$ cat src/rtl/sths_pkg.sv
`default_nettype none
// ----------------------------------------------------------------------------
// sths_pkg
// Shared types, codes and byte tables for the styled text HTML serializer.
// ----------------------------------------------------------------------------
package sths_pkg;

  // input operation codes
  localparam logic [1:0] OP_TEXT  = 2'd0;
  localparam logic [1:0] OP_STYLE = 2'd1;
  localparam logic [1:0] OP_END   = 2'd2;

  // style flag bits
  localparam int STY_BOLD   = 0;
  localparam int STY_ITALIC = 1;
  localparam int STY_STRIKE = 2;

  // segment indexes, in emission order
  localparam logic [2:0] SEG_CLOSE_S = 3'd0;
  localparam logic [2:0] SEG_CLOSE_I = 3'd1;
  localparam logic [2:0] SEG_CLOSE_B = 3'd2;
  localparam logic [2:0] SEG_OPEN_B  = 3'd3;
  localparam logic [2:0] SEG_OPEN_I  = 3'd4;
  localparam logic [2:0] SEG_OPEN_S  = 3'd5;
  localparam logic [2:0] SEG_CHAR    = 3'd6;
  localparam int         NUM_SEGS    = 7;

  // character kinds
  localparam logic [1:0] CK_PLAIN = 2'd0;
  localparam logic [1:0] CK_LT    = 2'd1;
  localparam logic [1:0] CK_GT    = 2'd2;
  localparam logic [1:0] CK_AMP   = 2'd3;

  // ascii bytes
  localparam logic [7:0] CH_LT    = 8'h3C;
  localparam logic [7:0] CH_GT    = 8'h3E;
  localparam logic [7:0] CH_AMP   = 8'h26;
  localparam logic [7:0] CH_SLASH = 8'h2F;
  localparam logic [7:0] CH_SEMI  = 8'h3B;
  localparam logic [7:0] CH_A     = 8'h61;
  localparam logic [7:0] CH_B     = 8'h62;
  localparam logic [7:0] CH_G     = 8'h67;
  localparam logic [7:0] CH_I     = 8'h69;
  localparam logic [7:0] CH_L     = 8'h6C;
  localparam logic [7:0] CH_M     = 8'h6D;
  localparam logic [7:0] CH_P     = 8'h70;
  localparam logic [7:0] CH_S     = 8'h73;
  localparam logic [7:0] CH_T     = 8'h74;

  // job queue sizing
  localparam int QDEPTH = 4;
  localparam int QPTR_W = 2;
  localparam int QCNT_W = 3;

  // one classified item: segments to emit plus the text byte
  typedef struct packed {
    logic [NUM_SEGS-1:0] segs;
    logic [1:0]          ckind;
    logic [7:0]          ch;
  } job_t;

  // lowest pending segment
  function automatic logic [2:0] first_seg(input logic [NUM_SEGS-1:0] mask);
    logic [2:0] idx;
    idx = SEG_CHAR;
    for (int k = NUM_SEGS - 1; k >= 0; k--) begin
      if (mask[k]) begin
        idx = 3'(k);
      end
    end
    return idx;
  endfunction

  // number of bytes in a segment
  function automatic logic [2:0] seg_len(input logic [2:0] seg, input logic [1:0] ckind);
    logic [2:0] len;
    case (seg)
      SEG_CLOSE_S, SEG_CLOSE_I, SEG_CLOSE_B: len = 3'd4;
      SEG_OPEN_B, SEG_OPEN_I, SEG_OPEN_S:    len = 3'd3;
      SEG_CHAR: begin
        case (ckind)
          CK_PLAIN: len = 3'd1;
          CK_AMP:   len = 3'd5;
          default:  len = 3'd4;
        endcase
      end
      default: len = 3'd1;
    endcase
    return len;
  endfunction

  // byte at an offset within a segment
  function automatic logic [7:0] seg_byte(input logic [2:0] seg, input logic [2:0] off,
                                          input logic [1:0] ckind, input logic [7:0] ch);
    logic [7:0] letter;
    logic [7:0] b;
    case (seg)
      SEG_CLOSE_S, SEG_OPEN_S: letter = CH_S;
      SEG_CLOSE_I, SEG_OPEN_I: letter = CH_I;
      default:                 letter = CH_B;
    endcase
    b = ch;
    case (seg)
      SEG_CLOSE_S, SEG_CLOSE_I, SEG_CLOSE_B: begin
        case (off)
          3'd0:    b = CH_LT;
          3'd1:    b = CH_SLASH;
          3'd2:    b = letter;
          default: b = CH_GT;
        endcase
      end
      SEG_OPEN_B, SEG_OPEN_I, SEG_OPEN_S: begin
        case (off)
          3'd0:    b = CH_LT;
          3'd1:    b = letter;
          default: b = CH_GT;
        endcase
      end
      default: begin
        case (ckind)
          CK_LT: begin
            case (off)
              3'd0:    b = CH_AMP;
              3'd1:    b = CH_L;
              3'd2:    b = CH_T;
              default: b = CH_SEMI;
            endcase
          end
          CK_GT: begin
            case (off)
              3'd0:    b = CH_AMP;
              3'd1:    b = CH_G;
              3'd2:    b = CH_T;
              default: b = CH_SEMI;
            endcase
          end
          CK_AMP: begin
            case (off)
              3'd0:    b = CH_AMP;
              3'd1:    b = CH_A;
              3'd2:    b = CH_M;
              3'd3:    b = CH_P;
              default: b = CH_SEMI;
            endcase
          end
          default: b = ch;
        endcase
      end
    endcase
    return b;
  endfunction

endpackage
`default_nettype wire

$ cat src/rtl/sths_front.sv
`default_nettype none
// ----------------------------------------------------------------------------
// sths_front
// Accepts input words, tracks the open style and turns each word that emits bytes into a job.
// ----------------------------------------------------------------------------
module sths_front import sths_pkg::*; (
  input  wire logic       clk,
  input  wire logic       rst_n,
  input  wire logic       in_tvalid,
  output logic            in_tready,
  input  wire logic [1:0] in_op,
  input  wire logic [7:0] in_char,
  input  wire logic [2:0] in_style,
  input  wire logic       q_full,
  output logic            q_push,
  output job_t            q_job
);

  logic [2:0] cur_style_r, cur_style_nxt;
  logic [2:0] target;
  logic [2:0] dropped;
  logic [2:0] added;
  logic       is_text;
  logic       known_op;
  logic       accept;

  assign in_tready = !q_full;
  assign accept    = in_tvalid && in_tready;

  // classify the word
  always_comb begin
    is_text  = (in_op == OP_TEXT);
    known_op = (in_op == OP_TEXT) || (in_op == OP_STYLE) || (in_op == OP_END);
    target   = (in_op == OP_END) ? 3'd0 : in_style;
    dropped  = known_op ? (cur_style_r & ~target) : 3'd0;
    added    = known_op ? (~cur_style_r & target) : 3'd0;

    q_job.segs[SEG_CLOSE_S] = dropped[STY_STRIKE];
    q_job.segs[SEG_CLOSE_I] = dropped[STY_ITALIC];
    q_job.segs[SEG_CLOSE_B] = dropped[STY_BOLD];
    q_job.segs[SEG_OPEN_B]  = added[STY_BOLD];
    q_job.segs[SEG_OPEN_I]  = added[STY_ITALIC];
    q_job.segs[SEG_OPEN_S]  = added[STY_STRIKE];
    q_job.segs[SEG_CHAR]    = is_text;

    case (in_char)
      CH_LT:   q_job.ckind = CK_LT;
      CH_GT:   q_job.ckind = CK_GT;
      CH_AMP:  q_job.ckind = CK_AMP;
      default: q_job.ckind = CK_PLAIN;
    endcase
    q_job.ch = in_char;

    q_push = accept && (q_job.segs != '0);
  end

  // style tracking
  always_comb begin
    cur_style_nxt = cur_style_r;
    if (accept && known_op) begin
      cur_style_nxt = target;
    end
  end

  always_ff @(posedge clk) begin
    if (!rst_n) begin
      cur_style_r <= 3'd0;
    end else begin
      cur_style_r <= cur_style_nxt;
    end
  end

endmodule
`default_nettype wire

$ cat src/rtl/sths_queue.sv
`default_nettype none
// ----------------------------------------------------------------------------
// sths_queue
// Small show-ahead job queue between the front and the back sequencer.
// ----------------------------------------------------------------------------
module sths_queue import sths_pkg::*; (
  input  wire logic clk,
  input  wire logic rst_n,
  input  wire logic push,
  input  wire job_t push_job,
  input  wire logic pop,
  output logic      full,
  output logic      head_valid,
  output job_t      head_job
);

  job_t              mem_r [QDEPTH];
  logic [QPTR_W-1:0] wr_ptr_r, wr_ptr_nxt;
  logic [QPTR_W-1:0] rd_ptr_r, rd_ptr_nxt;
  logic [QCNT_W-1:0] count_r, count_nxt;
  logic              do_push;
  logic              do_pop;

  assign full       = (count_r == QCNT_W'(QDEPTH));
  assign head_valid = (count_r != '0);
  assign head_job   = mem_r[rd_ptr_r];
  assign do_push    = push && !full;
  assign do_pop     = pop && head_valid;

  // pointer and count update
  always_comb begin
    wr_ptr_nxt = do_push ? wr_ptr_r + 1'b1 : wr_ptr_r;
    rd_ptr_nxt = do_pop  ? rd_ptr_r + 1'b1 : rd_ptr_r;
    count_nxt  = count_r;
    if (do_push && !do_pop) begin
      count_nxt = count_r + 1'b1;
    end else if (!do_push && do_pop) begin
      count_nxt = count_r - 1'b1;
    end
  end

  always_ff @(posedge clk) begin
    if (!rst_n) begin
      wr_ptr_r <= '0;
      rd_ptr_r <= '0;
      count_r  <= '0;
    end else begin
      wr_ptr_r <= wr_ptr_nxt;
      rd_ptr_r <= rd_ptr_nxt;
      count_r  <= count_nxt;
    end
  end

  // entry storage
  always_ff @(posedge clk) begin
    if (do_push) begin
      mem_r[wr_ptr_r] <= push_job;
    end
  end

endmodule
`default_nettype wire

$ cat src/rtl/sths_back.sv
`default_nettype none
// ----------------------------------------------------------------------------
// sths_back
// Walks the head job segment by segment, one output byte per cycle while the output is not stalled.
// ----------------------------------------------------------------------------
module sths_back import sths_pkg::*; (
  input  wire logic       clk,
  input  wire logic       rst_n,
  input  wire logic       head_valid,
  input  wire job_t       head_job,
  output logic            pop,
  output logic            out_tvalid,
  input  wire logic       out_tready,
  output logic [7:0]      out_byte,
  output logic            out_last
);

  logic [NUM_SEGS-1:0] done_r, done_nxt;
  logic [2:0]          off_r, off_nxt;
  logic                out_valid_r, out_valid_nxt;
  logic [7:0]          out_byte_r;
  logic                out_last_r;

  logic [NUM_SEGS-1:0] remain;
  logic [NUM_SEGS-1:0] cur_oh;
  logic [2:0]          cur_seg;
  logic [2:0]          cur_len;
  logic                seg_end;
  logic                last_byte;
  logic                emit;
  logic [7:0]          emit_byte;

  // current segment and byte
  always_comb begin
    remain    = head_job.segs & ~done_r;
    cur_seg   = first_seg(remain);
    cur_oh    = NUM_SEGS'(1) << cur_seg;
    cur_len   = seg_len(cur_seg, head_job.ckind);
    seg_end   = (off_r == cur_len - 3'd1);
    last_byte = seg_end && ((remain & ~cur_oh) == '0);
    emit_byte = seg_byte(cur_seg, off_r, head_job.ckind, head_job.ch);
    emit      = head_valid && (!out_valid_r || out_tready);
    pop       = emit && last_byte;
  end

  // position update
  always_comb begin
    done_nxt = done_r;
    off_nxt  = off_r;
    if (emit) begin
      if (last_byte) begin
        done_nxt = '0;
        off_nxt  = 3'd0;
      end else if (seg_end) begin
        done_nxt = done_r | cur_oh;
        off_nxt  = 3'd0;
      end else begin
        off_nxt = off_r + 3'd1;
      end
    end
    out_valid_nxt = emit ? 1'b1 : (out_tready ? 1'b0 : out_valid_r);
  end

  always_ff @(posedge clk) begin
    if (!rst_n) begin
      done_r      <= '0;
      off_r       <= 3'd0;
      out_valid_r <= 1'b0;
    end else begin
      done_r      <= done_nxt;
      off_r       <= off_nxt;
      out_valid_r <= out_valid_nxt;
    end
  end

  // output register
  always_ff @(posedge clk) begin
    if (emit) begin
      out_byte_r <= emit_byte;
      out_last_r <= last_byte;
    end
  end

  assign out_tvalid = out_valid_r;
  assign out_byte   = out_byte_r;
  assign out_last   = out_last_r;

`ifndef ASSERT_OFF
  // a queued job always has a segment left to emit
  a_remain: assert property (@(posedge clk) disable iff (!rst_n)
    head_valid |-> (remain != '0))
    else $error("head job has no pending segment");

  // completed segments belong to the head job
  a_done_sub: assert property (@(posedge clk) disable iff (!rst_n)
    head_valid |-> ((done_r & ~head_job.segs) == '0))
    else $error("done mask outside head job");

  // offset stays inside the current segment
  a_off: assert property (@(posedge clk) disable iff (!rst_n)
    head_valid |-> (off_r < cur_len))
    else $error("offset beyond segment length");

  // position is clear when no job waits
  a_idle: assert property (@(posedge clk) disable iff (!rst_n)
    !head_valid |-> (done_r == '0 && off_r == 3'd0))
    else $error("stale position with empty queue");
`endif

endmodule
`default_nettype wire

$ cat src/rtl/styled_text_html_serializer.sv
`default_nettype none
// ----------------------------------------------------------------------------
// styled_text_html_serializer
// Styled text bytes in, HTML bytes out with style tags and escaped entities.
// ----------------------------------------------------------------------------
// channel  dir  tdata                         tuser        tlast
// in_      in   [7:0] char_byte [10:8] style  [1:0] op     -
// out_     out  [7:0] out_byte                -            last
//
// output: one byte per cycle while a job waits and out_tready is high; a plain text
//   byte with unchanged style emits one byte, other words up to 17 bytes,
//   all emitted by the back sequencer
// a 4-entry job queue lets the front keep accepting; first byte goes via the queue and the output register
// reset: synchronous, active low; clears the open style, queue and output
// stalls: out_tready low holds the output register and backs up the queue
// ----------------------------------------------------------------------------
module styled_text_html_serializer import sths_pkg::*; (
  input  wire logic        clk,
  input  wire logic        rst_n,
  input  wire logic        in_tvalid,
  output logic             in_tready,
  input  wire logic [15:0] in_tdata,   // [7:0] char_byte, [10:8] style, [15:11] zero
  input  wire logic [1:0]  in_tuser,   // [1:0] op
  output logic             out_tvalid,
  input  wire logic        out_tready,
  output logic [7:0]       out_tdata,  // [7:0] out_byte
  output logic             out_tlast
);

  logic q_full;
  logic q_push;
  logic q_pop;
  logic head_valid;
  job_t push_job;
  job_t head_job;

  // front: classify and track style
  sths_front u_front (
    .clk       (clk),
    .rst_n     (rst_n),
    .in_tvalid (in_tvalid),
    .in_tready (in_tready),
    .in_op     (in_tuser),
    .in_char   (in_tdata[7:0]),
    .in_style  (in_tdata[10:8]),
    .q_full    (q_full),
    .q_push    (q_push),
    .q_job     (push_job)
  );

  // job queue
  sths_queue u_queue (
    .clk        (clk),
    .rst_n      (rst_n),
    .push       (q_push),
    .push_job   (push_job),
    .pop        (q_pop),
    .full       (q_full),
    .head_valid (head_valid),
    .head_job   (head_job)
  );

  // back: byte sequencer and output register
  sths_back u_back (
    .clk        (clk),
    .rst_n      (rst_n),
    .head_valid (head_valid),
    .head_job   (head_job),
    .pop        (q_pop),
    .out_tvalid (out_tvalid),
    .out_tready (out_tready),
    .out_byte   (out_tdata),
    .out_last   (out_tlast)
  );

endmodule
`default_nettype wire

$ cat config.mk
export PLATFORM = sky130hd
export DESIGN_NAME = styled_text_html_serializer
export DESIGN_NICKNAME = d
export VERILOG_FILES = /design/src/rtl/sths_pkg.sv /design/src/rtl/sths_front.sv /design/src/rtl/sths_queue.sv /design/src/rtl/sths_back.sv /design/src/rtl/styled_text_html_serializer.sv
export SDC_FILE = /design/constraint.sdc
export NUM_CORES = 1
export LEC_CHECK = 0
export BUFFER_PORTS_ARGS = -buffer_cell sky130_fd_sc_hd__buf_2
export CORE_ASPECT_RATIO = 0.6
export CORE_MARGIN = 4
export CORE_UTILIZATION = 65
export DETAILED_ROUTE_END_ITERATION = 12
export GPL_ROUTABILITY_DRIVEN = 0
export PLACE_DENSITY = 0.95
export SLEW_MARGIN = 20
export SYNTH_ARGS = -nofsm -noshare
export SYNTH_HDL_FRONTEND = slang
export SYNTH_SLANG_ARGS = --single-unit
$ cat constraint.sdc
create_clock -name clk -period 7 [get_ports clk]
set_clock_uncertainty 0.1 [all_clocks]
set_input_delay 0.35 -clock clk [delete_from_list [all_inputs] [get_ports clk]]
set_output_delay 0.35 -clock clk [all_outputs]
set_load 0.03 [all_outputs]
After elaboration in Yosys (flattened, before gate mapping)
Memory sizes are Yosys's and may differ from the RTL's. A register that Yosys moved wholly into a read port is not among the register bits.
Index checks and enable logic that the tools add are counted.

operators by class
  shift operators = 1
  mux-type cells = 32
  div/mod/pow operators = 0
  add/subtract/negate cells = 6
  bitwise logic cells = 9
  reductions and logical operators = 32
  eq/ne operators = 19
  $lt $le $gt $ge = 0
  multipliers = 0

operator list
  kind                                                  number
  one-hot mux 7 bit (3 select lines)                    3
  two-way mux 3 bit                                     11
  one-hot mux 7 bit (4 select lines)                    1
  equality test 8 x 6 -> 1 bit (second input constant)  3
  one-hot mux 8 bit (3 select lines)                    1
  one-hot mux 8 bit (2 select lines)                    1
  AND 7 bit                                             2
  two-way mux 7 bit                                     2
  inverter 7 bit                                        2
  one-hot mux 7 bit (2 select lines)                    1
  equality test 3 x 2 -> 1 bit (second input constant)  4
  equality test 3 bit (second input constant)           4
  logical AND 1 bit                                     10
  one-hot mux 5 bit (2 select lines)                    1
  one-hot mux 3 bit (3 select lines)                    1
  two-way mux 2 bit                                     4
  zero test 7 bit                                       1
  bitwise OR 7 bit                                      1
  nonzero test 7 bit                                    1
  left shift 1 x 3 -> 7 bit (first input constant)      1
  adder 3 x 1 -> 3 bit (second input constant)          2
  AND 3 bit                                             2
  equality test 2 bit (second input constant)           3
  equality test 3 x 1 -> 1 bit (second input constant)  2
  other kinds (17)                                      35

storage, ports and cells
  memories = 1
  bits in latches = 0
  memory bits (read-only) = 0
  output and inout bits = 11
  memory bits (writable) = 68
  bits in registers = 30

memories
  name           words  width  rd ports  clocked after Yosys merged registers in  wr ports  RTL line          source
  u_queue.mem_r  4      17     1         1                                        1         sths_queue.sv:17  job_t mem_r [QDEPTH];

Longest topological paths before layout
Gate-level depths: netlist (run 1).

  word-level depth = 19
  depth in mapped cells = 20
  mapped depth without buffers = 17

Hierarchy
From an unflattened synthesis (run 1), not the netlist that was laid out.

unflattened totals
  cells, all modules = 389
  area total of the unflattened synthesis = 5046.1 um2

modules (own cells, without submodules)
  module      seq. area each (um2)  cells an instance  times used  area an instance (um2)
  sths_queue  2222.1                137                1           2967.8
  sths_back   490.5                 201                1           1705.4
  sths_front  60.1                  51                 1           372.9

Least setup slack after synthesis (run 1)
OpenSTA, ideal clock, no wires.

  kind = register -> register
  start point = register (tool-made name)
  end point = register u_queue.count_r[2]
  stages on the path, launching flop included = 19
  arrival time = 4.130 ns
  buffers on the path = 2
  data required time = 6.824 ns
  setup slack = 2.695 ns
  path through = dfxtp_1 buf_2 buf_2 mux4_2 inv_1 ha_1 nand4_1 nand2_1 ha_1 xor2_1 and4_1 o211ai_4 or3_1 ha_1 inv_1 fa_1 xor2_1 or3_1 a21boi_0

RTL lines
  element                 RTL line          source
  end signal: assignment  sths_queue.sv:50  count_r <= count_nxt;
  end: declaration        sths_queue.sv:20  logic [QCNT_W-1:0] count_r, count_nxt;

==> reports/results.md, run 1 <==
| Parameter | This run | Unit |
|---|---|---|
| Leak Pwr | 1.90 | nW |
| Detailed Place HPWL | 6.63 | mm |
| Arrival time at the worst endpoint | 4.96 | ns |
| Count of routing violations after the opening detailed-route iteration | 393 | - |
| Number of global-route vias before repair | 3057 | - |
| Worst-Skew Late Latency | 0.35 | ns |
| Largest fanout of any net on the critical path | 23 | - |
| Category of the worst setup path launch point | register | - |
| Maximum number of pins on one net before global-route repair | 24 | - |
| Net count reported at finish | 434 | - |
| Vias post-DR | 3184 | - |
| Area added between synthesis and finish | 10.8 | % |
| Critical path required time | 7.17 | ns |
| All-Layer GR Usage | 23.7 | % |
| Top flip-flop cell by instance count after synthesis | sky130_fd_sc_hd__edfxtp_1 | - |
| Maximum ir drop on the vdd rail | 0.200 | mV |
| Met3 wire length | 972 | um |
| Number of I/O port buffers | 27 | - |
| Die boundary height | 74.7 | um |
| Post-Synthesis Net Count | 407 | - |
| Detail-routed net length per standard cell | 19.6 | um |
| Longest Clk Path Bufs | 2 | - |
| Setup crit end kind | register | - |
| Class of the worst hold path | in2reg | - |
| Maxcap violations | 0 | - |
| Met1 Wirelength | 4.34 | mm |
| Antenna diode count | 0 | - |
| Number of remaining DRC errors | 0 | - |
| X dimension of the die | 119 | um |
| Synthesis warning total | 0 | - |
| Most area-hungry cell type in the Yosys netlist | sky130_fd_sc_hd__edfxtp_1 | - |
| Total CTS buffers | 9 | - |
| Share of cells above drive strength 1 | 19.2 | % |
| CTS resizes | 0 | - |
| Row count | 24 | - |
| Hold Crit Depth | 1 | - |
| Minimum setup slack in the final design | 2.21 | ns |
| Most area-consuming cells after synthesis | sky130_fd_sc_hd__edfxtp_1, sky130_fd_sc_hd__dfxtp_1, sky130_fd_sc_hd__mux4_2, sky130_fd_sc_hd__ha_1, sky130_fd_sc_hd__mux2i_1 | - |
| Number of stages on the worst setup path | 16 | - |
| Gate count after technology mapping | 369 | - |
| Final hold violation count | 0 | - |
| Hold-fix buffers, CTS | 0 | - |
| Fmax achieved | 0.209 | GHz |
| Starting density of the core | 66.6 | % |
| Hold path startpoint | in_tdata[5] | - |
| Outcome | complete, no violations | - |
| Logic depth of the worst register-to-register path | 16 | - |
| Setup WS pre-CTS | 2.31 | ns |
| Area fraction of the dominant cell type after synthesis | 47.9 | % |
| Setup fix buffers added after clock tree synthesis | 0 | - |
| Final global-route overflow total | 0 | - |
| Power Dens Cells | 307 | mW/mm^2 |
| First-pass GRT wire length | 15.7 | mm |
| Number of clock sinks seen by CTS | 100 | - |
| Initial antenna violation count | 0 | - |
| Post-Layout Inst Area | 0.00535 | sq mm |
| CP Buf/Inv Count | 2 | - |
| Number of unique standard cell types used by synthesis | 66 | - |
| Placement Cell Area | 0.00503 | sq mm |
| EDFF count, synth | 77 | - |
| Final Setup Violations | 0 | - |
| Core Box Area | 0.00724 | sq mm |
| Post-route core utilization | 73.9 | % |
| Antenna-violating nets left | 0 | - |
| Total Routed Length | 9.89 | mm |
| Category of cells accounting for the largest share of critical-path delay | simple AND/OR/NAND/NOR gates | - |
| Number of I/O pins | 33 | - |
| Slew Limit Headroom | 36.9 | % |
| Number of standard cells in the final layout excluding fillers | 505 | - |
| Mapped Area | 0.00482 | sq mm |
| Ratio of final minimum period to clock period | 68.5 | % |
| Least-Margin Pin Slew | 0.946 | ns |
| Part of the Yosys area used for sequential elements | 57.5 | % |
| Via-per-instance ratio | 6.30 | - |
| Critical Path Slowest Stage Cell | sky130_fd_sc_hd__nor3_2 | - |
| Post-synth ARST share | 0 | % |
| CTS HTree Levels | 3 | - |
| Aggregate negative setup slack | 0 | ns |
| CTS tree | built | - |
| Worst-path clk slew | 0.07 | ns |
| Average cell area after synthesis | 13.1 | sq um |
| Number of max-slew violations in the final report | 0 | - |
| Max incr delay on CP | 0.78 | ns |
| DP Cell Count | 489 | - |
| Worst-path cell chain | buf_4, mux2i_1, o22ai_1, nor3_2, nand2_1, ha_1, xor2_1, and4_1, o211ai_4, or3_1, ha_1, inv_1, fa_1, xor2_1, or3_1, a21boi_0 | - |
| DIE AREA | 0.00891 | sq mm |
| Met2 wirelength from detailed routing | 4.25 | mm |
| Top metal layer carrying routed signals | met4 | - |
| Crit Path Class | reg2reg | - |
| Master cell of the clock root buffer | sky130_fd_sc_hd__clkbuf_16 | - |
| Synthesized flop and latch total | 100 | - |
| Final worst path period need | 4.79 | ns |
| RSZ-0062 raised after global routing | no | - |
| First-pass iteration count of the detailed router | 5 | - |
-- kinds of logic after synthesis --
group / Yosys count / synth area share (%)
buf+inv: 27 / 2.67
simple gates: 122 / 13.5
fa+ha+maj: 17 / 4.51
mux: 28 / 9.26
compound gates: 70 / 11.6
flops: 100 / 57.5
xor+xnor: 5 / 0.908
-- power by group --
part / switching (W) / total, W / leakage (nW) / internal [W]
Clock: 0.000210 / 0.000526 / 0.154 / 0.000316
Combinational: 0.000259 / 0.000387 / 0.846 / 0.000128
Sequential: 0.0000264 / 0.000732 / 0.901 / 0.000705
Total: 0.000495 / 0.00164 / 1.90 / 0.00115
-- synth_stat cells (all sizes together), types with 7 or more instances --
cell type / number
edfxtp: 77
nor2: 30
dfxtp: 23
nand2: 22
ha: 15
inv: 14
mux2i: 13
mux4: 11
nor3: 11
a21oi: 10
and2: 10
nand2b: 9
o21ai: 9
clkbuf: 8
nor2b: 8
and3: 7
-- worst register-to-register path, stage by stage, from the launching register on --
cell and delay, ns:
sky130_fd_sc_hd__dfxtp_1 0.32, sky130_fd_sc_hd__buf_4 0.37, sky130_fd_sc_hd__mux2i_1 0.27, sky130_fd_sc_hd__o22ai_1 0.27
sky130_fd_sc_hd__nor3_2 0.78, sky130_fd_sc_hd__nand2_1 0.16, sky130_fd_sc_hd__ha_1 0.33, sky130_fd_sc_hd__xor2_1 0.15
sky130_fd_sc_hd__and4_1 0.25, sky130_fd_sc_hd__o211ai_4 0.27, sky130_fd_sc_hd__or3_1 0.17, sky130_fd_sc_hd__ha_1 0.18
sky130_fd_sc_hd__inv_1 0.07, sky130_fd_sc_hd__fa_1 0.38, sky130_fd_sc_hd__xor2_1 0.18, sky130_fd_sc_hd__or3_1 0.30
sky130_fd_sc_hd__a21boi_0 0.16
-- final timing paths --
path	to	slack [ns]
max reg2reg	u_queue.count_r[2]$_SDFFE_PN0P_	2.21
min reg2reg	u_back.out_tvalid$_SDFFE_PN0P_	0.37
max	u_queue.count_r[2]$_SDFFE_PN0P_	2.21
min	u_queue.mem_r[3][5]$_DFFE_PP_	0.14
-- flip-flops by register name, indices dropped and copies added, names as in the netlist, named ones only --
| register | cells |
|---|---|
| u_back.done_r | 7 |
| u_back.off_r | 3 |
| u_back.out_byte | 8 |
| u_back.out_last | 1 |
| u_back.out_tvalid | 1 |
| u_front.cur_style_r | 3 |
| u_queue.count_r | 3 |
| u_queue.mem_r | 68 |
| u_queue.rd_ptr_r | 2 |
| u_queue.wr_ptr_r | 2 |
-- placed cells by master (no fill, tap or decap), types with 3 or more instances in the layout --
cell / synthesis / layout
sky130_fd_sc_hd__a21boi_0: 3 / 3
sky130_fd_sc_hd__a21oi_1: 9 / 9
sky130_fd_sc_hd__nor3_1: 10 / 10
sky130_fd_sc_hd__o21ai_0: 9 / 9
sky130_fd_sc_hd__a22oi_1: 4 / 4
sky130_fd_sc_hd__o31ai_1: 4 / 4
sky130_fd_sc_hd__clkbuf_16: 0 / 9
sky130_fd_sc_hd__and2_1: 10 / 10
sky130_fd_sc_hd__inv_1: 14 / 14
sky130_fd_sc_hd__nand2_1: 22 / 22
sky130_fd_sc_hd__nor4_1: 3 / 3
sky130_fd_sc_hd__nand3_1: 6 / 6
sky130_fd_sc_hd__xor2_1: 3 / 3
sky130_fd_sc_hd__dfxtp_1: 23 / 23
sky130_fd_sc_hd__nand2b_1: 9 / 9
sky130_fd_sc_hd__o22ai_1: 4 / 4
sky130_fd_sc_hd__a21boi_1: 3 / 3
sky130_fd_sc_hd__a211oi_1: 4 / 4
sky130_fd_sc_hd__mux2i_1: 12 / 12
sky130_fd_sc_hd__a41oi_1: 4 / 4
sky130_fd_sc_hd__nor2b_1: 8 / 8
sky130_fd_sc_hd__nor2_1: 29 / 29
sky130_fd_sc_hd__and3_1: 7 / 7
sky130_fd_sc_hd__mux2_4: 3 / 3
sky130_fd_sc_hd__buf_2: 3 / 27
sky130_fd_sc_hd__or2_2: 5 / 5
sky130_fd_sc_hd__edfxtp_1: 77 / 77
sky130_fd_sc_hd__or3_1: 3 / 3
sky130_fd_sc_hd__mux4_2: 11 / 11
sky130_fd_sc_hd__ha_1: 15 / 15
sky130_fd_sc_hd__a31oi_1: 4 / 4
-- final cells by class --
| type | instances | area [sq um] |
|---|---|---|
| Clock inverter | 5 | 86.3 |
| Tap cell | 104 | 130 |
| Inverter | 14 | 52.6 |
| Clock buffer | 11 | 233 |
| Timing Repair Buffer | 29 | 150 |
| Fill cell | 467 | 1890 |
| Multi-Input combinational cell | 242 | 1920 |
| Sequential cell | 100 | 2770 |
-- layer usage --
metal  vias to the layer above  global-route usage (%)
met2                       179                    35.6
li1                       1460                       -
met3                        43                    8.93
met5                         -                       0
met1                      1502                    31.5
met4                         0                    10.1
-- through the flow --
stage | power, W | hold slack, ns
3_3_place_gp | 0.00110 | 0.348
2_1_floorplan | 0.00102 | 0.328
4_1_cts | 0.00164 | 0.126
6_report | 0.00164 | 0.138
3_5_place_dp | 0.00112 | 0.360
5_1_grt | 0.00171 | 0.128
Power figures use the tool's default switching activity.
==> run 2: changes to the inputs <==
--- a/config.mk
+++ b/config.mk
@@ -8,10 +8,10 @@
 export BUFFER_PORTS_ARGS = -buffer_cell sky130_fd_sc_hd__buf_2
 export CORE_ASPECT_RATIO = 0.6
 export CORE_MARGIN = 4
-export CORE_UTILIZATION = 65
+export CORE_UTILIZATION = 60
 export DETAILED_ROUTE_END_ITERATION = 12
 export GPL_ROUTABILITY_DRIVEN = 0
-export PLACE_DENSITY = 0.95
+export PLACE_DENSITY = 0.91
 export SLEW_MARGIN = 20
 export SYNTH_ARGS = -nofsm -noshare
 export SYNTH_HDL_FRONTEND = slang
==> constraint.sdc (replaced) <==
create_clock -name clk -period 4.95 [get_ports clk]
set_clock_uncertainty 0.1 [all_clocks]
set_input_delay 0.2475 -clock clk [delete_from_list [all_inputs] [get_ports clk]]
set_output_delay 0.2475 -clock clk [all_outputs]
set_load 0.03 [all_outputs]
==> run 2 against run 1 <==
  * Via count fell by 0.57%
  * Final area rose by 1.1%
  * Sequential share of layout area fell by 0.56 points
  * Highest routed layer unchanged
  * Sequential power rose by 41%
  * Largest power group unchanged
  * Clock-buffer cell count did not move
  * Flip-flop and latch count did not move
==> reports/results.md, run 2 (synthesis gave the netlist of run 1 again) <==
| Parameter | This run | Unit | Delta |
|---|---|---|---|
| Number of remaining DRC errors | 0 | - | unchanged |
| DIE AREA | 0.00958 | sq mm | +7.6% |
| Register ranked first by flip-flop count | u_queue.mem_r | - |  |
| Row count | 25 | - | +4.2% |
| Number of clock sinks seen by CTS | 100 | - | unchanged |
| Total CTS buffers | 9 | - | unchanged |
| Vias post-DR | 3166 | - | -0.57% |
| Hold-fix buffers, CTS | 0 | - | unchanged |
| Count of routing violations after the opening detailed-route iteration | 402 | - | +2.3% |
| Number of flip-flops under the largest register name | 68 | - | unchanged |
| Outcome | complete, no violations | - |  |
| Met2 routing resource usage after global routing | 31.1 | % | -4.5 points |
| Core Box Area | 0.00785 | sq mm | +8.5% |
| Final Setup Violations | 0 | - | unchanged |
| Critical path required time | 5.13 | ns | -2.04 ns |
| Setup crit end kind | register | - |  |
| Via-per-instance ratio | 6.15 | - | -2.5% |
| Setup fix buffers added after clock tree synthesis | 0 | - | unchanged |
| Most common cell after layout, fill and taps aside | sky130_fd_sc_hd__edfxtp_1 | - |  |
| Least-Margin Pin Slew | 0.908 | ns | -0.0382 ns |
| Worst-path clk slew | 0.07 | ns | about the same |
| Fmax achieved | 0.220 | GHz | +5.5% |
| Worst-Skew Late Latency | 0.35 | ns | about the same |
| Initial antenna violation count | 0 | - | unchanged |
| Maximum number of pins on one net before global-route repair | 21 | - | -13% |
| Starting density of the core | 61.4 | % | -5.2 points |
| X dimension of the die | 124 | um | +3.8% |
| Area added between synthesis and finish | 12.1 | % |  |
| Largest fanout of any net on the critical path | 11 | - | -52% |
| Most Used Layer, Global Route | met1 | - |  |
| Power Dens Cells | 434 | mW/mm^2 | +41% |
| Logic depth of the worst register-to-register path | 16 | - | unchanged |
| Total Routed Length | 9.86 | mm | -0.31% |
| Number of max-slew violations in the final report | 0 | - | unchanged |
| Final worst path period need | 4.54 | ns | -0.251 ns |
| Number of I/O pins | 33 | - | unchanged |
| Detail-routed net length per standard cell | 19.1 | um | -2.2% |
| Number of global-route vias before repair | 3034 | - | -0.75% |
| Overall Power | 0.00235 | W | +43% |
| Global-route track usage on met3 | 7.06 | % | -1.9 points |
| Share of cells above drive strength 1 | 20.6 | % | +1.4 points |
| Most frequent cells in the layout | sky130_fd_sc_hd__edfxtp_1, sky130_fd_sc_hd__nor2_1, sky130_fd_sc_hd__buf_2 | - |  |
| Post-Layout Inst Area | 0.00541 | sq mm | +1.1% |
| Antenna diode count | 0 | - | unchanged |
| Master cell of the clock root buffer | sky130_fd_sc_hd__clkbuf_16 | - |  |
| Category of the worst setup path launch point | register | - |  |
| Arrival time at the worst endpoint | 4.72 | ns | -0.24 ns |
| Detailed Place HPWL | 6.76 | mm | +2.0% |
| RSZ-0062 raised after global routing | no | - |  |
| Placement Cell Area | 0.00508 | sq mm | +1.0% |
| First-pass iteration count of the detailed router | 6 | - | +1 |
| Maximum ir drop on the vdd rail | 0.254 | mV | +27% |
| Die boundary height | 77.5 | um | +3.6% |
| Final hold violation count | 0 | - | unchanged |
| Number of I/O port buffers | 27 | - | unchanged |
| CTS resizes | 0 | - | unchanged |
| GRT met1 Usage | 32.8 | % | +1.3 points |
| Class of the worst hold path | in2reg | - |  |
| Longest Clk Path Bufs | 2 | - | unchanged |
| Final global-route overflow total | 0 | - | unchanged |
| CTS HTree Levels | 3 | - | unchanged |
| Slew Limit Headroom | 39.5 | % | +2.5 points |
| Maxcap violations | 0 | - | unchanged |
| Ratio of final minimum period to clock period | 91.7 | % | +23 points |
| CTS tree | built | - |  |
| Antenna-violating nets left | 0 | - | unchanged |
| Leak Pwr | 1.94 | nW | +1.8% |
| Aggregate negative setup slack | 0 | ns | unchanged |
| First-pass GRT wire length | 15.9 | mm | +1.3% |
| Hold Crit Depth | 1 | - | unchanged |
| All-Layer GR Usage | 22.4 | % | -1.3 points |
| Net count reported at finish | 440 | - | +1.4% |
| Crit Path Class | reg2reg | - |  |
[run 2: path summary, 6_finish.rpt]
path | slack (ns) | start | to
worst max-delay path | 0.41 | register | u_queue.count_r[2]$_SDFFE_PN0P_
worst min-delay path | 0.03 | in_tdata[2] | u_queue.mem_r[2][2]$_DFFE_PP_
worst max register to register | 0.41 | register | u_queue.count_r[2]$_SDFFE_PN0P_
worst min register to register | 0.38 | u_back.out_tvalid$_SDFFE_PN0P_ | u_back.out_tvalid$_SDFFE_PN0P_
[run 2: worst max-delay path, cell delays in order (launching register included)]
cell,delay [ns]
sky130_fd_sc_hd__dfxtp_1,0.71
sky130_fd_sc_hd__buf_4,0.24
sky130_fd_sc_hd__mux2_4,0.32
sky130_fd_sc_hd__a22oi_1,0.35
sky130_fd_sc_hd__nand4_1,0.29
sky130_fd_sc_hd__nand2_1,0.15
sky130_fd_sc_hd__ha_1,0.24
sky130_fd_sc_hd__xor2_1,0.15
sky130_fd_sc_hd__and4_1,0.25
sky130_fd_sc_hd__o211ai_4,0.26
sky130_fd_sc_hd__or3_1,0.16
sky130_fd_sc_hd__ha_1,0.18
sky130_fd_sc_hd__inv_1,0.06
sky130_fd_sc_hd__fa_1,0.37
sky130_fd_sc_hd__xor2_1,0.18
sky130_fd_sc_hd__or3_1,0.30
sky130_fd_sc_hd__a21boi_0,0.15
[run 2: layout make-up]
| class | count | area, sq um |
|---|---|---|
| clock buffer | 11 | 243 |
| clock inverter | 5 | 85.1 |
| fill | 509 | 2450 |
| inverter | 14 | 52.6 |
| multi-input combinational | 242 | 1920 |
| sequential | 100 | 2770 |
| tap | 108 | 135 |
| timing repair buffer | 35 | 195 |
[run 2: routing by layer]
| layer | up-vias | share of wire (%) |
|---|---|---|
| met1 | 1513 | 45 |
| met2 | 171 | 44 |
| met3 | 15 | 9.1 |
| met5 | - | 0 |
| met4 | 0 | 1.6 |
| li1 | 1467 | - |
[run 2: through the flow]
stage / worst slack (ns) / hold WS (ns) / cells / util, %
detailed placement: 0.540 / 0.374 / 499 / 64.7
global route: 0.120 / 0.0262 / 515 / 68.8
CTS: 0.432 / 0.0281 / 515 / 68.8
finish: 0.409 / 0.0340 / 515 / 68.8
global placement: 0.589 / 0.351 / 499 / 64.7
floorplan: 0.645 / 0.246 / 369 / -
[run 2: power by group]
part           switching [W]  internal (W)  leakage (nW)  total (W)
combinational       0.000366      0.000184         0.878   0.000550
clock               0.000305      0.000459         0.156   0.000764
sequential         0.0000363      0.000997         0.901    0.00103
total               0.000707       0.00164          1.94    0.00235
==> run 3: changes to the inputs <==
--- a/config.mk
+++ b/config.mk
@@ -8,11 +8,12 @@
 export BUFFER_PORTS_ARGS = -buffer_cell sky130_fd_sc_hd__buf_2
 export CORE_ASPECT_RATIO = 0.6
 export CORE_MARGIN = 4
-export CORE_UTILIZATION = 60
+export CORE_UTILIZATION = 40
 export DETAILED_ROUTE_END_ITERATION = 12
 export GPL_ROUTABILITY_DRIVEN = 0
-export PLACE_DENSITY = 0.91
+export PLACE_DENSITY = 0.69
 export SLEW_MARGIN = 20
 export SYNTH_ARGS = -nofsm -noshare
 export SYNTH_HDL_FRONTEND = slang
+export SYNTH_HIERARCHICAL = 1
 export SYNTH_SLANG_ARGS = --single-unit
==> run 3 against run 2 <==
  * Worst hold slack worse by 0.0047 ns
  * Utilization decreased by 23 points
  * Area after synthesis grew 4.6%
  * Sequential share of layout area is 1.6 points lower
  * Sequential power hardly changed
  * Setup slack got worse by 0.024 ns
  * Die area grew 52%
  * Critical path depth rose by 4
  * Highest routed layer unchanged
==> reports/results.md, run 3 <==
| Parameter | This run | Unit | Delta |
|---|---|---|---|
| Outcome | complete, no violations | - |  |
| Most frequent cells after synthesis | sky130_fd_sc_hd__edfxtp_1, sky130_fd_sc_hd__dfxtp_1, sky130_fd_sc_hd__nand2_1 | - |  |
| Maximum ir drop on the vdd rail | 0.239 | mV | -5.8% |
| Category of the worst setup path launch point | register | - |  |
| Synthesized flop and latch total | 100 | - | unchanged |
| Arrival time at the worst endpoint | 4.74 | ns | +0.02 ns |
| Area added between synthesis and finish | 10.6 | % |  |
| Number of clock sinks seen by CTS | 100 | - | unchanged |
| Initial antenna violation count | 0 | - | unchanged |
| DIE AREA | 0.0145 | sq mm | +52% |
| Antenna-violating nets left | 0 | - | unchanged |
| Number of I/O port buffers | 27 | - | unchanged |
| Net count reported at finish | 452 | - | +2.7% |
| X dimension of the die | 153 | um | +24% |
| Footprint of the multi-input gates | 0.00205 | sq mm | +6.6% |
| Power Dens Cells | 389 | mW/mm^2 | -10% |
| Maxcap violations | 0 | - | unchanged |
| CTS HTree Levels | 3 | - | unchanged |
| Detail-routed net length per standard cell | 17.3 | um | -9.4% |
| CTS tree | built | - |  |
| Count of routing violations after the opening detailed-route iteration | 275 | - | -32% |
| Number of global-route vias before repair | 2947 | - | -2.9% |
| Worst-path clk slew | 0.08 | ns | about the same |
| Least-Margin Pin Slew | 0.946 | ns | +0.0383 ns |
| First-pass GRT wire length | 16.2 | mm | +1.9% |
| Leak Pwr | 1.87 | nW | -3.2% |
| Master cell of the clock root buffer | sky130_fd_sc_hd__clkbuf_16 | - |  |
| Most area-consuming cells after synthesis | sky130_fd_sc_hd__edfxtp_1, sky130_fd_sc_hd__dfxtp_1, sky130_fd_sc_hd__mux4_2, sky130_fd_sc_hd__ha_1, sky130_fd_sc_hd__a211oi_1 | - |  |
| Worst-Skew Late Latency | 0.35 | ns | about the same |
| Final worst path period need | 4.56 | ns | +0.0238 ns |
| Setup crit end kind | register | - |  |
| Starting density of the core | 41.4 | % | -20 points |
| Post-Synthesis Net Count | 427 | - | +4.9% |
| All-Layer GR Usage | 14.6 | % | -7.8 points |
| Number of max-slew violations in the final report | 0 | - | unchanged |
| Area fraction of the dominant cell type after synthesis | 45.8 | % | -2.1 points |
| Number of flip-flops under the largest register name | 68 | - | unchanged |
| Hold-fix buffers, CTS | 0 | - | unchanged |
| Critical path required time | 5.12 | ns | about the same |
| Total CTS buffers | 9 | - | unchanged |
| Longest Clk Path Bufs | 2 | - | unchanged |
| Post-Layout Inst Area | 0.00558 | sq mm | +3.3% |
| Number of I/O pins | 33 | - | unchanged |
| Final hold violation count | 0 | - | unchanged |
| First-pass iteration count of the detailed router | 5 | - | -1 |
| Die boundary height | 95 | um | +23% |
| Part of the Yosys area used for sequential elements | 54.9 | % | -2.5 points |
| CTS resizes | 0 | - | unchanged |
| DP Cell Count | 568 | - | +14% |
| Vias post-DR | 3174 | - | +0.25% |
| Most frequent cells in the layout | sky130_fd_sc_hd__edfxtp_1, sky130_fd_sc_hd__buf_2, sky130_fd_sc_hd__nand2_1 | - |  |
| Reg area | 0.00278 | sq mm | about the same |
| EDFF count, synth | 77 | - | unchanged |
| Slew Limit Headroom | 36.9 | % | -2.6 points |
| Final Setup Violations | 0 | - | unchanged |
| Synthesis warning total | 6 | - | +6 |
| Total Routed Length | 10.1 | mm | +2.7% |
| Hold Crit Depth | 1 | - | unchanged |
| Antenna diode count | 0 | - | unchanged |
| Setup fix buffers added after clock tree synthesis | 0 | - | unchanged |
| Number of standard cells in the final layout excluding fillers | 584 | - | +13% |
| Register ranked first by flip-flop count | u_queue/mem_r | - |  |
| Hold path startpoint | in_tdata[0] | - |  |
| Class of the worst hold path | in2reg | - |  |
| Largest fanout of any net on the critical path | 7 | - | -4 |
| Most common cell after layout, fill and taps aside | sky130_fd_sc_hd__edfxtp_1 | - |  |
| Crit Path Class | reg2reg | - |  |
| Share of cells above drive strength 1 | 22.2 | % | +1.6 points |
| Most area-hungry cell type in the Yosys netlist | sky130_fd_sc_hd__edfxtp_1 | - |  |
| Post-route core utilization | 45.8 | % | -23 points |
| Number of fillers in the final layout | 1090 | - | +110% |
| Maximum number of pins on one net before global-route repair | 20 | - | -4.8% |
| Number of remaining DRC errors | 0 | - | unchanged |
| Final global-route overflow total | 0 | - | unchanged |
| Average cell area after synthesis | 13.0 | sq um | -0.76% |
| Aggregate negative setup slack | 0 | ns | unchanged |
| Row count | 31 | - | +24% |
| Via-per-instance ratio | 5.43 | - | -12% |
| Top flip-flop cell by instance count after synthesis | sky130_fd_sc_hd__edfxtp_1 | - |  |
| Placement Cell Area | 0.00529 | sq mm | +4.1% |
| Ratio of final minimum period to clock period | 92.2 | % | +0.48 points |
| Detailed Place HPWL | 7.25 | mm | +7.4% |
| Fmax achieved | 0.219 | GHz | -0.52% |
| Gate count after technology mapping | 389 | - | +5.4% |
| Core Box Area | 0.0122 | sq mm | +55% |
| Logic depth of the worst register-to-register path | 20 | - | +4 |
| Most common cell in the synthesized netlist | sky130_fd_sc_hd__edfxtp_1 | - |  |
| RSZ-0062 raised after global routing | no | - |  |
| Number of unique standard cell types used by synthesis | 71 | - | +7.6% |
| Post-synth ARST share | 0 | % | unchanged |
| Mapped Area | 0.00505 | sq mm | +4.6% |
[run 3: changes by cell type in the layout (fill, tap and decap cells not counted), moves of 5 or more]
cell,before,now
sky130_fd_sc_hd__a21oi_1,9,17
sky130_fd_sc_hd__or2_2,5,0
sky130_fd_sc_hd__mux4_2,11,16
sky130_fd_sc_hd__a211oi_1,4,12
sky130_fd_sc_hd__nor3_1,10,2
sky130_fd_sc_hd__o21ai_0,9,17
sky130_fd_sc_hd__nor2_1,29,22
[run 3: final cells by class]
class                      count  share of cell area (%)
sequential                   100                    49.7
inverter                      15                    1.01
clock buffer                   9                    4.03
clock inverter                 7                    1.23
timing repair buffer          36                    3.63
multi-input combinational    252                    36.7
tap                          165                    3.70
[run 3: worst paths after layout]
path / end / slack, ns
worst min-delay path: u_queue/mem_r[2][0]$_DFFE_PP_ / 0.03
worst min register to register: u_queue/wr_ptr_r[1]$_SDFFE_PN0P_ / 0.41
worst max register to register: u_queue/count_r[2]$_SDFFE_PN0P_ / 0.39
worst max-delay path: u_queue/count_r[2]$_SDFFE_PN0P_ / 0.39
[run 3: worst max-delay path, cell delays in order (launching register included)]
cell and delay (ns):
sky130_fd_sc_hd__dfxtp_2 0.44, sky130_fd_sc_hd__mux4_1 0.67, sky130_fd_sc_hd__nor2b_1 0.25, sky130_fd_sc_hd__nor2_4 0.20
sky130_fd_sc_hd__nand3_1 0.13, sky130_fd_sc_hd__nor2_1 0.16, sky130_fd_sc_hd__nand2_1 0.08, sky130_fd_sc_hd__nand2_1 0.08
sky130_fd_sc_hd__ha_1 0.16, sky130_fd_sc_hd__xor2_1 0.23, sky130_fd_sc_hd__nor2_1 0.11, sky130_fd_sc_hd__mux2i_4 0.25
sky130_fd_sc_hd__nor3_4 0.07, sky130_fd_sc_hd__and2_1 0.20, sky130_fd_sc_hd__o31ai_2 0.09, sky130_fd_sc_hd__ha_1 0.24
sky130_fd_sc_hd__inv_1 0.06, sky130_fd_sc_hd__fa_1 0.37, sky130_fd_sc_hd__xor2_1 0.15, sky130_fd_sc_hd__or3_1 0.30
sky130_fd_sc_hd__a21boi_0 0.16
[run 3: logic make-up after synthesis]
logic type | share of synthesized area (%)
AOI/OAI and AO/OA | 13.0
xor gates and xnor gates | 1.04
adders and majority gates | 4.12
buffers and inverters | 4.46
DFF | 54.9
muxes | 9.92
and+or+nand+nor | 12.5
[run 3: metrics by stage]
| step | total power (W) | hold WS, ns | setup WS (ns) |
|---|---|---|---|
| finish | 0.00217 | 0.0293 | 0.385 |
| global route | 0.00229 | 0.0159 | 0.0332 |
| CTS | 0.00219 | 0.0109 | 0.242 |
| detailed placement | 0.00151 | 0.386 | 0.264 |
| global placement | 0.00149 | 0.374 | 0.344 |
| floorplan | 0.00139 | 0.265 | 0.469 |
[run 3: report_power, final]
part | leakage [nW] | switching [W] | internal, W | total, W
Clock | 0.138 | 0.000328 | 0.000354 | 0.000682
Combinational | 0.863 | 0.000310 | 0.000178 | 0.000487
Sequential | 0.874 | 0.0000318 | 0.000971 | 0.00100
[run 3: per-layer routing]
layer  wire length [um]  GRT usage (%)  up-vias  part of all wire (%)
met1               5170           22.8     1526                    51
met4                 45           2.89        0                  0.44
met3                749           3.94        5                   7.4
met5                  0              0        -                     0
met2               4160           20.1      122                    41
li1                   -              -     1521                     -
